$ cat config.mk
export PLATFORM = sky130hd
export DESIGN_NAME = lam_delay
export DESIGN_NICKNAME = d
export VERILOG_FILES = /design/src/sv/lam_delay.sv
export SDC_FILE = /design/constraint.sdc
export NUM_CORES = 1
export LEC_CHECK = 0
export BUFFER_PORTS_ARGS = -buffer_cell sky130_fd_sc_hd__buf_2
export CAP_MARGIN = 10
export CORE_MARGIN = 3
export CORE_UTILIZATION = 30
export CTS_CLUSTER_DIAMETER = 200
export DETAILED_ROUTE_END_ITERATION = 10
export PLACE_DENSITY_LB_ADDON = 0.3
export REMOVE_ABC_BUFFERS = 1
export SYNTH_ARGS = -nofsm -noshare
export SYNTH_HDL_FRONTEND = slang
export SYNTH_SLANG_ARGS = --single-unit
$ cat constraint.sdc
create_clock -name clk_i -period 0.85 [get_ports clk_i]
set_clock_uncertainty 0.05 [all_clocks]
set_input_delay 0.085 -clock clk_i [delete_from_list [all_inputs] [get_ports clk_i]]
set_output_delay 0.085 -clock clk_i [all_outputs]
set_load 0.005 [all_outputs]
$ cat src/sv/lam_delay.sv
`default_nettype none
// ----------------------------------------------------------------------------
// lam_delay
// Fixed-length register line that keeps side data aligned with the pipeline.
// ----------------------------------------------------------------------------
module lam_delay #(
  parameter int W = 32,
  parameter int D = 1
) (
  input  logic         clk_i,
  input  logic [W-1:0] data_i,
  output logic [W-1:0] data_o
);

  logic [W-1:0] sr_q [D];

  always_ff @(posedge clk_i) begin
    sr_q[0] <= data_i;
    for (int i = 1; i < D; i++) begin
      sr_q[i] <= sr_q[i-1];
    end
  end

  assign data_o = sr_q[D-1];

endmodule
`default_nettype wire

## After elaboration in Yosys (flattened, before gate mapping)

Memories as Yosys holds them, arrays and structs flattened.
Cells that the tools add are included.

| storage, ports and cells | value |
|---|---|
| memories | 1 |
| bits in writable memories | 32 |
| output and inout bits | 32 |
| logic and storage cells | 1 |
| input port bits | 33 |
| register bits after elaboration | 0 |

Memories:

| memory | depth | bits a word | rd ports | clocked after Yosys merged registers in | write ports | line | text |
|---|---|---|---|---|---|---|---|
| sr_q | 1 | 32 | 1 | 0 | 1 | 15 | `logic [W-1:0] sr_q [D];` |

## Depth between registers and ports, before layout

Gate-level depths: netlist (run 1).

| logic depth | value |
|---|---|
| depth after elaboration | 0 |
| depth in mapped cells | 0 |
| mapped depth without buffers | 0 |

## Worst setup path before layout (run 1)

OpenSTA, ideal clock, no wires.

| timing path | value |
|---|---|
| kind | register to output |
| start point | memory sr_q[0][0] |
| end point | output port data_o[0] |
| stages on the path, launching flop included | 1 |
| required time | 715 ps |
| arrival time | 298 ps |
| buffers on the path | 0 |
| setup slack | 417 ps |
| cells stage by stage | dfxtp_1 |

RTL lines:

| item | line | text |
|---|---|---|
| start, declared | 15 |  |
| end, declared | 12 | `output logic [W-1:0] data_o` |

==> impl_metrics.json, run 1 <==
{
  "status": "finished with violations",
  "violations": "negative setup slack",
  "vias": 609,
  "final_cells": 163,
  "swShare_pct": 19.1,
  "muxShareOfSynthArea_pct": 0,
  "period_needed_ns": 0.900,
  "routed_wl_um": 1960,
  "clk_pin_slew_ns": 0.09,
  "tns_ns": -0.932,
  "largest_register_ffs": 32,
  "core_area_um2": 1980,
  "vias_per_cell": 3.74,
  "synth_fa_ha_area_share_pct": 0,
  "rsz0062_at_grt": "yes",
  "setup.worst_path.start_class": "flip-flop",
  "synth.avg_cell_area_um2": 20.0,
  "die_y_um": 52.2,
  "ys_seq_area_share_pct": 100,
  "regMostFlops": "sr_q",
  "root_buffer": "clkbuf_4",
  "cts_buffer_depth": 2,
  "synth_area_leaders": "dfxtp_1",
  "worst_path_max_delay_cell": "dfxtp_2",
  "grt_usage_pct": 15.8,
  "clock.fmax_ghz": 1.11,
  "grt_pass1_wl_um": 2890,
  "use_met1_pct": 12.2,
  "startpoint": "sr_q[0][18]",
  "hold_path_class": "primary input to flip-flop",
  "initial_utilization_pct": 32.3,
  "portBuffers": 64,
  "powerDensity_nw_per_um2": 2070,
  "crit_type": "flip-flop to output port",
  "grt_overflow": 0,
  "slowest_delay_ns": 0.33,
  "switchingPower_mw": 0.568,
  "clockPowerShare_pct": 36.4,
  "synth_compound_area_share_pct": 0,
  "wl_per_cell_um": 12.0,
  "setup_viol": 32,
  "io_pins": 65,
  "power.internal_mw": 2.41,
  "combPwrFrac_pct": 9.8,
  "synth_cells": 32,
  "multi_input_area_um2": 0,
  "crit_cells": 1,
  "ys_warn_count": 0,
  "cts.sinks": 32,
  "gp_congestion": 0.585,
  "reg_top3": "sr_q (32)",
  "drt_first_pass_iters": 3,
  "min_from": "data_i[31]",
  "post-place-cells": 123,
  "synth-simple-area-share_pct": 0,
  "hold_path_end": "sr_q[0][31]",
  "multi_input_cells": 0,
  "post-route-period-util_pct": 106,
  "synthDistinctLibCells": 1,
  "synth_area_um2": 641,
  "nets": 168,
  "hold_viol": 0,
  "path_cells": "buf_6",
  "drive_gt1_share_pct": 58.8,
  "diodes": 0,
  "tightestPinTransition_ns": 0.0929,
  "drt_iter0_markers": 1,
  "grt_max_degree": 11,
  "cts_buffers": 5,
  "syn_to_final_growth_pct": 125,
  "hold_path_depth": 2,
  "slew_headroom_pct": 93.8,
  "seqPwrFrac_pct": 53.8,
  "htree_levels": 2,
  "synth-seq-cells": 32,
  "antenna_found_initial": 0,
  "cp_num_buf_inv": 1,
  "synth-xor-area-share_pct": 0,
  "cp.arrival_ns": 0.76,
  "drc": 0,
  "power_mw": 2.98,
  "use_met2_pct": 30.5,
  "grt_util_met3_pct": 9.40,
  "cts_tree": "yes",
  "grt_pass1_vias": 670,
  "worst_slack_ns": -0.0498,
  "cp_top_family": "flip-flops",
  "drv_cap": 0,
  "place_ws_ns": 0.312,
  "rows": 16,
  "crit_fanout": 1,
  "yosysTopAreaCellShare_pct": 100,
  "finalMaxSlewViolations": 0,
  "p_leak_nw": 0.710,
  "dieArea_um2": 2730,
  "peakVddDrop_mv": 1.57,
  "worstPathRequired_ns": 0.71,
  "busiest_layer": "met2",
  "yosysTopAreaCell": "dfxtp_1",
  "postRouteAntennaNets": 0,
  "worstSetupEndpointType": "output port",
  "die_w_um": 52.2
}
## synth_stat cells (all sizes together)
cell type,count
dfxtp,32
## power by group through the flow
stage / registers [mW] / clock network, mW / logic, mW
CTS: 1.59 / 1.11 / 0.272
floorplan: 1.65 / 0 / 0
detailed placement: 1.63 / 0 / 0.158
finish: 1.60 / 1.08 / 0.293
global route: 1.61 / 1.20 / 0.317
global placement: 1.63 / 0 / 0.156
## placed cells by master, fill, tap and decap left out, drive strengths merged
master,count
buf,64
bufinv,1
clkbuf,6
clkinv,1
dfxtp,32
dlygate4sd3,32
## layer usage
metal  routed length [um]  up-vias  part of all wire, %
li1                     -      303                    -
met1                  619      264                   32
met2                 1130       37                   57
met3                  180        5                  9.2
met4                   35        0                  1.8
met5                    0        -                    0
## how the worst max path moves through the flow
stage / to / slack (ns)
3_3_place_gp: data_o[19] / 0.32
4_1_cts: data_o[23] / -0.05
2_1_floorplan: data_o[0] / 0.42
6_report: data_o[18] / -0.05
3_5_place_dp: data_o[15] / 0.31
5_1_grt: data_o[23] / -0.1
## layout make-up
cell class            count  area, um^2
Sequential cell          32         652
Clock buffer              6        41.3
Timing Repair Buffer     96         678
Tap cell                 27        33.8
Clock inverter            2        35.0
Fill cell               150         542
## cells by family (layout without fill, tap and decap cells)
group,count (synthesis),in the layout
buffers and inverters,0,104
DFF,32,32
## per-stage QoR
step                      hold slack (ns)  util [%]  cell area, um^2
after global placement              0.137      50.2              995
final                               0.343      72.7             1440
after floorplan                    0.0627         -              641
after detailed placement            0.139      50.2              995
after global routing                0.316      72.7             1440
after CTS                           0.324      70.2             1390
## repair_timing
action / 4_1_cts / 5_1_grt
gates cloned: 0 / 0
gates resized for setup: 0 / 15
endpoints found under the hold margin: 32 / 0
buffers inserted: 0 / 0
hold buffers: 32 / 0
setup endpoints to repair: 32 / 32
Power figures use the tool's default switching activity.
==> run 2: changes to the inputs <==
--- a/config.mk
+++ b/config.mk
@@ -12,7 +12,6 @@
 export CTS_CLUSTER_DIAMETER = 200
 export DETAILED_ROUTE_END_ITERATION = 10
 export PLACE_DENSITY_LB_ADDON = 0.3
-export REMOVE_ABC_BUFFERS = 1
 export SYNTH_ARGS = -nofsm -noshare
 export SYNTH_HDL_FRONTEND = slang
 export SYNTH_SLANG_ARGS = --single-unit
==> constraint.sdc (replaced) <==
create_clock -name clk_i -period 0.85 [get_ports clk_i]
set_clock_uncertainty 0.05 [all_clocks]
set_input_delay 0.085 -clock clk_i [delete_from_list [all_inputs] [get_ports clk_i]]
set_output_delay 0.085 -clock clk_i [all_outputs]
set_load 0.05 [all_outputs]
==> impl_metrics.json, run 2 (synthesized netlist as in run 1, its figures left out) <==
{
  "vias": 604,
  "synth_fp_nets": 65,
  "seq_area_um2": 681,
  "cp.arrival_ns": 0.84,
  "post-place-cells": 123,
  "cts_setup_buffers": 0,
  "tns_ns": -2.97,
  "hold_slack_ns": 0.333,
  "clock.fmax_ghz": 1.03,
  "finalMaxSlewViolations": 0,
  "status": "finished with violations",
  "portBuffers": 64,
  "p_leak_nw": 0.799,
  "cts.sinks": 32,
  "setup.worst_path.start_class": "flip-flop",
  "postRouteAntennaNets": 0,
  "routed_wl_um": 2190,
  "grt_usage_pct": 17.3,
  "tightestPinTransition_ns": 0.114,
  "root_buffer": "clkbuf_4",
  "initial_utilization_pct": 32.3,
  "core_area_um2": 1980,
  "powerDensity_nw_per_um2": 2000,
  "drt_iter0_markers": 4,
  "worstPathRequired_ns": 0.71,
  "cts_buffers": 5,
  "utilization_pct": 87.2,
  "die_w_um": 52.2,
  "dieArea_um2": 2730,
  "power_mw": 3.45,
  "rsz0062_at_grt": "yes",
  "cts_tree": "yes",
  "place_area_um2": 995,
  "largest_register_ffs": 32,
  "io_pins": 65,
  "startpoint": "sr_q[0][24]",
  "syn_to_final_growth_pct": 170,
  "wl_per_cell_um": 13.5,
  "worst_path_max_delay_cell": "dfxtp_2",
  "grt_pass1_vias": 684,
  "drt_first_pass_iters": 2,
  "diodes": 0,
  "place_ws_ns": 0.167,
  "crit_fanout": 1,
  "multi_input_area_um2": 0,
  "worst_slack_ns": -0.121,
  "clk_pin_slew_ns": 0.10,
  "period_needed_ns": 0.971,
  "cp_top_family": "flip-flops",
  "setup.worst_path.end": "data_o[24]",
  "crit_type": "flip-flop to output port",
  "hold_path_class": "primary input to flip-flop",
  "rows": 16,
  "grt_overflow": 0,
  "regMostFlops": "sr_q",
  "slew_headroom_pct": 92.4,
  "worstSetupEndpointType": "output port",
  "hold_viol": 0,
  "drv_cap": 0,
  "cts_buffer_depth": 2,
  "setup_viol": 32,
  "gp_congestion": 0.585,
  "antenna_found_initial": 0,
  "peakVddDrop_mv": 1.74,
  "crit_cells": 1,
  "path_cells": "buf_8",
  "grt_pass1_wl_um": 3120,
  "slowest_delay_ns": 0.36,
  "final_cell_mix": "dlygate4sd3_1, buf_2, dfxtp_2, buf_8, buf_6",
  "drc": 0,
  "reg_top3": "sr_q (32)",
  "htree_levels": 2,
  "drive_gt1_share_pct": 76.5,
  "post-route-period-util_pct": 114,
  "cp_num_buf_inv": 1,
  "fillers": 84,
  "vias_per_cell": 3.71,
  "violations": "negative setup slack",
  "stdcell_area_um2": 1730,
  "die_y_um": 52.2,
  "final_cells": 163,
  "multi_input_cells": 0,
  "grt_max_degree": 12,
  "nets": 168
}
[run 2: cell types whose count changed in the layout (fill, tap and decap cells not counted)]
| cell | before | now |
|---|---|---|
| buf_2 | 58 | 32 |
| buf_6 | 6 | 7 |
| clkinvlp_4 | 0 | 1 |
| dfxtp_1 | 23 | 0 |
| clkbuf_1 | 1 | 0 |
| dfxtp_2 | 9 | 32 |
| buf_8 | 0 | 25 |
[run 2: timing repair]
item	in CTS	in global routing
gates resized for setup	109	12
hold endpoints to repair	32	0
endpoints found under the setup margin	32	32
hold buffers	32	0
pin swaps	0	0
[run 2: per-layer routing]
layer	track usage, %	vias to the layer above	share of wire [%]
met2	33.9	37	62
met5	0	-	0
li1	-	303	-
met4	5.11	0	0
met3	11.4	0	12
met1	13.4	264	26
[run 2: area by class of cell]
| cell class | count | area share [%] |
|---|---|---|
| tap | 27 | 1.95 |
| sequential | 32 | 39.4 |
| clock inverter | 3 | 2.46 |
| timing repair buffer | 96 | 54.1 |
| clock buffer | 5 | 2.17 |
[run 2: report_power, final]
| group | internal, mW | total (mW) | switching, mW |
|---|---|---|---|
| sequential | 1.60 | 1.65 | 0.0501 |
| clock | 0.613 | 1.11 | 0.494 |
| combinational | 0.344 | 0.701 | 0.358 |
[run 2: worst min-delay path by stage]
stage                          start          end  depth (start not counted)
after floorplan            data_i[0]   sr_q[0][0]                          0
after global placement    data_i[15]  sr_q[0][15]                          1
after detailed placement  data_i[30]  sr_q[0][30]                          1
after CTS                 data_i[16]  sr_q[0][16]                          2
after global routing       data_i[3]   sr_q[0][3]                          2
final                      data_i[3]   sr_q[0][3]                          2
==> run 3: changes to the inputs <==
--- a/config.mk
+++ b/config.mk
@@ -12,6 +12,8 @@
 export CTS_CLUSTER_DIAMETER = 200
 export DETAILED_ROUTE_END_ITERATION = 10
 export PLACE_DENSITY_LB_ADDON = 0.3
+export SKIP_CTS_REPAIR_TIMING = 1
+export SLEW_MARGIN = 20
 export SYNTH_ARGS = -nofsm -noshare
 export SYNTH_HDL_FRONTEND = slang
 export SYNTH_SLANG_ARGS = --single-unit
==> constraint.sdc (replaced) <==
create_clock -name clk_i -period 0.85 [get_ports clk_i]
set_clock_uncertainty 0.05 [all_clocks]
set_input_delay 0.1275 -clock clk_i [delete_from_list [all_inputs] [get_ports clk_i]]
set_output_delay 0.1275 -clock clk_i [all_outputs]
set_load 0.05 [all_outputs]
==> impl_metrics.json, run 3 (synthesized netlist as in run 1, its figures left out) <==
{
  "status": "finished with violations",
  "violations": "negative setup slack",
  "setup_viol": 32,
  "rsz0062_at_grt": "yes",
  "drt_first_pass_iters": 4,
  "p_leak_nw": 0.782,
  "rows": 16,
  "crit_fanout": 1,
  "period_needed_ns": 0.998,
  "powerDensity_nw_per_um2": 2030,
  "cp_top_family": "flip-flops",
  "grt_overflow": 0,
  "crit_type": "flip-flop to output port",
  "hold_path_class": "primary input to flip-flop",
  "min_from": "data_i[19]",
  "io_pins": 65,
  "drv_cap": 0,
  "core_area_um2": 1980,
  "regMostFlops": "sr_q",
  "antenna_found_initial": 0,
  "swShare_pct": 26.1,
  "root_buffer": "clkbuf_4",
  "final_cells": 163,
  "vias_per_cell": 3.71,
  "finalMaxSlewViolations": 0,
  "post-place-cells": 123,
  "hold_viol": 0,
  "worstSetupEndpointType": "output port",
  "slew_headroom_pct": 92.5,
  "place_area_um2": 995,
  "largest_register_ffs": 32,
  "hold_slack_ns": 0.376,
  "power.internal_mw": 2.53,
  "post-route-period-util_pct": 117,
  "die_w_um": 52.2,
  "syn_to_final_growth_pct": 163,
  "clock.fmax_ghz": 1.00,
  "diodes": 0,
  "cts.sinks": 32,
  "cts_tree": "yes",
  "vias": 604,
  "wl_per_cell_um": 12.2,
  "final_cell_mix": "dlygate4sd3_1, buf_2, dfxtp_2, buf_6, buf_8",
  "dieArea_um2": 2730,
  "switchingPower_mw": 0.893,
  "startpoint": "sr_q[0][26]",
  "worst_slack_ns": -0.148,
  "seqPwrFrac_pct": 47.9,
  "synth_fp_nets": 65,
  "worstPathRequired_ns": 0.67,
  "setup.worst_path.start_class": "flip-flop",
  "drive_gt1_share_pct": 76.5,
  "gp_congestion": 0.585,
  "path_cells": "buf_6",
  "cp_num_buf_inv": 1,
  "multi_input_cells": 0,
  "grt_pass1_wl_um": 1700,
  "grt_pass1_vias": 413,
  "clockPowerShare_pct": 32.4,
  "place_ws_ns": 0.125,
  "slowest_delay_ns": 0.34,
  "htree_levels": 2,
  "die_y_um": 52.2,
  "clk_pin_slew_ns": 0.10,
  "tightestPinTransition_ns": 0.113,
  "nets": 168,
  "reg_top3": "sr_q (32)",
  "drc": 0,
  "cts_buffers": 5,
  "initial_utilization_pct": 32.3,
  "worst_path_max_delay_cell": "dfxtp_2",
  "peakVddDrop_mv": 1.77,
  "grt_usage_pct": 9.49,
  "stdcell_area_um2": 1680,
  "multi_input_area_um2": 0,
  "cp.arrival_ns": 0.82,
  "routed_wl_um": 1990,
  "drt_iter0_markers": 5,
  "postRouteAntennaNets": 0,
  "grt_max_degree": 12,
  "utilization_pct": 85.0,
  "cts_buffer_depth": 2,
  "portBuffers": 64,
  "combPwrFrac_pct": 19.7
}
run 3: power by group through the flow:
| stage | clock (mW) | sequential, mW | combinational [mW] |
|---|---|---|---|
| CTS | 1.13 | 1.59 | 0.435 |
| global placement | 0 | 1.63 | 0.433 |
| floorplan | 0 | 1.92 | 0 |
| detailed placement | 0 | 1.63 | 0.435 |
| global route | 1.21 | 1.65 | 0.701 |
| finish | 1.11 | 1.64 | 0.675 |
run 3: final timing paths:
path                 endpoint  slack (ns)  cells after the start
hold / removal    sr_q[0][19]        0.38                      2
setup / recovery   data_o[26]       -0.15                      1
run 3: through the flow:
step,power (mW),TNS (ns)
finish,3.42,-4.25
detailed placement,2.06,0
CTS,3.16,-7.35
global route,3.56,-5.48
floorplan,1.92,0
global placement,2.06,0
run 3: area by class of cell:
| class | count | area (um^2) |
|---|---|---|
| timing repair buffer | 96 | 890 |
| clock buffer | 5 | 37.5 |
| sequential | 32 | 681 |
| fill | 104 | 298 |
| tap | 27 | 33.8 |
| clock inverter | 3 | 42.5 |
run 3: layer usage:
layer	routed length (um)	track usage (%)	share of wire (%)	vias up
met1	585	8.41	29	263
met4	12	5.11	0.60	0
met2	1180	13.2	60	35
li1	-	-	-	304
met3	205	10.3	10	2
met5	0	0	0	-
